**src/rtl/dns_blacklist_substring_matcher_macros.svh**
```systemverilog
// Assertion helpers for the blacklist matcher.
`ifndef DNS_BLACKLIST_SUBSTRING_MATCHER_MACROS_SVH
`define DNS_BLACKLIST_SUBSTRING_MATCHER_MACROS_SVH

// Same-cycle implication, disabled in reset.
`define DBSM_ASSERT_NOW(label, clk_s, rst_s, ante, cons) \
    label: assert property (@(posedge clk_s) disable iff (!rst_s) (ante) |-> (cons)) \
        else $error("dbsm: property violated");

// Next-cycle implication, disabled in reset.
`define DBSM_ASSERT_NEXT(label, clk_s, rst_s, ante, cons) \
    label: assert property (@(posedge clk_s) disable iff (!rst_s) (ante) |=> (cons)) \
        else $error("dbsm: property violated");

`endif

```
**src/rtl/dbsm_pkg.sv**
```systemverilog
`default_nettype none

package dbsm_pkg;

    localparam int ENTRIES_DEF = 16;
    localparam int MAX_LEN_DEF = 64;

    localparam logic [1:0] CMD_CLEAR   = 2'd0;
    localparam logic [1:0] CMD_PATTERN = 2'd1;
    localparam logic [1:0] CMD_PACKET  = 2'd2;

    // broadcast to every cell of the row
    typedef struct packed {
        logic       step;
        logic       kill;
        logic       clr;
        logic [7:0] feed;
        logic [7:0] wr_byte;
    } cell_ctrl_t;

endpackage

`default_nettype wire

```
**src/rtl/dbsm_cell.sv**
```systemverilog
`default_nettype none

module dbsm_cell #(
    parameter int ENTRIES = dbsm_pkg::ENTRIES_DEF
) (
    input  wire logic                 clk,
    input  wire logic                 rst_n,
    input  wire dbsm_pkg::cell_ctrl_t ctrl,
    input  wire logic                 wr_sel,
    input  wire logic [ENTRIES-1:0]   wr_row,
    input  wire logic [ENTRIES-1:0]   d_prev,
    input  wire logic [7:0]           win_prev,
    input  wire logic [ENTRIES-1:0]   end_mask,
    output logic      [ENTRIES-1:0]   d_out,
    output logic      [7:0]           win_out,
    output logic                      hit
);

    logic [7:0]         store_mem [ENTRIES];
    logic [ENTRIES-1:0] d_reg;
    logic [ENTRIES-1:0] d_next;
    logic [7:0]         win_reg;
    logic               hit_reg;

    always_ff @(posedge clk)
    begin
        if (wr_sel)
        begin
            for (int e = 0; e < ENTRIES; e++)
            begin
                if (wr_row[e])
                begin
                    store_mem[e] <= ctrl.wr_byte;
                end
            end
        end
    end

    // prefix ending at this position extends the one from the left neighbor
    always_comb
    begin
        for (int e = 0; e < ENTRIES; e++)
        begin
            d_next[e] = !ctrl.kill && d_prev[e] && (store_mem[e] == ctrl.feed);
        end
    end

    always_ff @(posedge clk or negedge rst_n)
    begin
        if (!rst_n)
        begin
            d_reg   <= '0;
            win_reg <= '0;
            hit_reg <= 1'b0;
        end
        else if (ctrl.step)
        begin
            hit_reg <= |(d_next & end_mask);
            d_reg   <= ctrl.clr ? '0 : d_next;
            win_reg <= ctrl.clr ? 8'd0 : win_prev;
        end
    end

    assign d_out   = d_reg;
    assign win_out = win_reg;
    assign hit     = hit_reg;

endmodule

`default_nettype wire

```
**config.mk**
```make
export PLATFORM = sky130hd
export DESIGN_NAME = dbsm_cell
export DESIGN_NICKNAME = d
export VERILOG_FILES = /design/src/rtl/dns_blacklist_substring_matcher_macros.svh /design/src/rtl/dbsm_pkg.sv /design/src/rtl/dbsm_cell.sv
export SDC_FILE = /design/constraint.sdc
export NUM_CORES = 1
export LEC_CHECK = 0
export BUFFER_PORTS_ARGS = -buffer_cell sky130_fd_sc_hd__buf_2
export CAP_MARGIN = 10
export CORE_AREA = 4 4 115 117
export CTS_CLUSTER_SIZE = 12
export DETAILED_ROUTE_END_ITERATION = 10
export DIE_AREA = 0 0 119 121
export GPL_ROUTABILITY_DRIVEN = 0
export PLACE_DENSITY = 0.82
export SYNTH_ARGS = -nofsm -noshare
export SYNTH_HDL_FRONTEND = slang
export SYNTH_SLANG_ARGS = --single-unit
```
**constraint.sdc**
```tcl
create_clock -name clk -period 2 [get_ports clk]
set_input_delay 0 -clock clk [delete_from_list [all_inputs] [get_ports clk]]
set_output_delay 0 -clock clk [all_outputs]
set_load 0.1 [all_outputs]
```
==> qor.csv <==
metric;value;unit
status;finished, final reports clean;
nets;672;
finalCritPeriodShare;0.904;
largest_reg_flops;128;
crit_path_start;store_mem[1][34];
synth-seq-cells;153;
synth.avg_cell_area;14.7;um2
regMostFlops;store_mem;
antenna_found_initial;0;
io_buffers;102;
p_per_area;930;nW/um2
synthCells;469;
pre_cts_ws;0.210;ns
rsz0062_at_grt;no;
critPathRequiredTime;2.30;ns
setup_ws;0.192;ns
timing.fmax;553;MHz
synth_area;6890;um2
grt_pass1_vias;4383;
dieWidth;119;um
rows;41;
synth_cell_type_count;37;
crit_type;register to register;
h-tree-depth;4;
clock_latency;0.42;ns
synth_edf_count;128;
max_slew_margin;0.598;
design.die.area;14400;um2
dp_hpwl;10.4;mm
drtPass1Iterations;5;
dpl.cell_count;733;
drc_errors;0;
setup_viol;0;
seq_area_frac_synth;0.649;
clockBufferDepth;2;
grt_pass1_wl;24.3;mm
min-delay-start;ctrl[3];
final_cell_area;8160;um2
synthToLayoutAreaGrowth;18.6;%
end_kind;register;
numCtsBuffers;17;
power.leakage;2.99;nW
synth.area.top_cells;edfxtp_1 56%, xnor2_1 11%, dfrtp_1 9.1%;
cp_cell_sequence;xnor2_1, nand3_1, nor3_1, a222oi_1, o2111a_1, a31oi_1;
ys_warn_count;0;
hold_viol_final;0;
cpPeakStageDelay;0.59;ns
grt_max_degree;29;
start_util;0.557;
ant_nets;0;
async_flop_share;0.163;
skew;0.00743;ns
crit_buf_inv;0;
ios;103;
place_area;7470;um2
cts_post_setup_buffers_inserted;0;
hp-class;primary input to register;
wl_per_cell;20.5;um
vias;4219;
critical_path_arrival;2.11;ns
drt_iter0_markers;504;
dieHeight;121;um
cap_violations;0;
root_buffer;clkbuf_16;
period_needed;1.81;ns
ys.flop_type;edfxtp_1;
gr-usage-all-layers;0.226;
stdcell_count;779;
cts_tree;done;
drive_above_1_share;0.262;
overflow;0;
clkSinkCount;153;
post-route-util;0.660;
clkTransAtPathRegs;0.06;ns
ir_drop;642;uV
rr_startpoint;store_mem[1][34];
startpoint_type;register;
core_area;12400;um2
synth_top_area_share;0.558;
cpMaxStageDelayCell;a222oi_1;
path_delay_family;compound AO/OA/AOI/OAI gates;
tightest_slew;0.603;ns
wl;16.0;mm
n_antenna_cell;0;
fin_tns_setup;0;ns
viasPerCell;5.42;
yosys.area.top_type;edfxtp_1;
syn_nets;547;
slew_viol_final;0;
cp_max_fo;2;
logic make-up after synthesis:
group                     share of synthesized area
AOI/OAI and AO/OA                            0.0236
muxes                                        0.0114
buffers and inverters                        0.0482
DFF                                           0.649
xor gates and xnor gates                      0.166
and+or+nand+nor                               0.102
report_power, final:
group | leakage, nW | total (mW) | switching (mW) | internal, mW
registers | 1.54 | 3.77 | 0.0870 | 3.68
clock network | 0.260 | 2.99 | 1.28 | 1.71
logic | 1.19 | 0.831 | 0.513 | 0.318
synth_stat cells (all sizes together) (2+ instances only):
cell type	n
edfxtp	128
xnor2	91
xor2	37
dfrtp	25
inv	22
buf	17
and2	16
nand3	16
nand3b	16
o21ai	14
nor4	13
nand4	11
nor3	11
clkbuf	7
mux2	7
nand2b	6
nand4b	5
nand2	4
nor2	4
nor4b	3
nor2b	2
nor3b	2
o22ai	2
o32ai	2
per-layer routing:
| layer | routed length [um] | part of all wire | track usage |
|---|---|---|---|
| met1 | 6460 | 0.40 | 0.291 |
| met2 | 8150 | 0.51 | 0.385 |
| met3 | 1050 | 0.066 | 0.0476 |
| met4 | 304 | 0.019 | 0.0739 |
| met5 | 0 | 0 | 0 |
final cells by class:
cell class / count / area [um2]
tap: 172 / 215
clock inverter: 14 / 126
multi-input combinational: 270 / 2080
sequential: 153 / 4470
fill: 841 / 4200
timing repair buffer: 130 / 756
inverter: 22 / 82.6
clock buffer: 18 / 429
metrics by stage:
step	hold slack, ns	total power, mW
after floorplan	-0.296	4.38
after global placement	0.00349	4.60
after detailed placement	0.0151	4.63
after CTS	0.000581	7.62
after global routing	0.0222	7.83
final	0.0148	7.59
final timing paths:
path                       cells after the start  slack (ns)              end
max                                            6        0.19              hit
min                                            1        0.01  store_mem[1][3]
max reg2reg                                    6        0.19              hit
min reg2reg                                    1        0.51         d_out[7]
max in group asynchronous                      2        1.54        d_out[14]
min in group asynchronous                      2        0.10              hit
what timing repair did:
action | CTS | global route
endpoints found under the hold margin | 39 | 0
hold buffers | 14 | 0
resized for setup | 0 | 0
layout by cell type, fill, tap and decap left out, types with 2 or more instances in the layout:
| cell type | instances |
|---|---|
| edfxtp_1 | 128 |
| buf_2 | 102 |
| xnor2_1 | 88 |
| xor2_1 | 37 |
| dfrtp_1 | 25 |
| inv_1 | 22 |
| clkbuf_16 | 17 |
| and2_1 | 16 |
| nand3_1 | 16 |
| nand3b_1 | 16 |
| o21ai_0 | 14 |
| dlygate4sd3_1 | 14 |
| buf_4 | 14 |
| nor3_1 | 11 |
| nand4_1 | 11 |
| nor4_1 | 10 |
| mux2_2 | 7 |
| nand2b_1 | 6 |
| nand4b_1 | 5 |
| nand2_1 | 4 |
| nor2_1 | 4 |
| clkinvlp_4 | 4 |
| clkinv_4 | 4 |
| xnor2_2 | 3 |
| nor4b_1 | 3 |
| nor4_2 | 3 |
| o22ai_1 | 2 |
| o32ai_1 | 2 |
| nor2b_1 | 2 |
| nor3b_1 | 2 |
| inv_6 | 2 |
| clkinv_2 | 2 |
(Power assumes the default switching activity.)
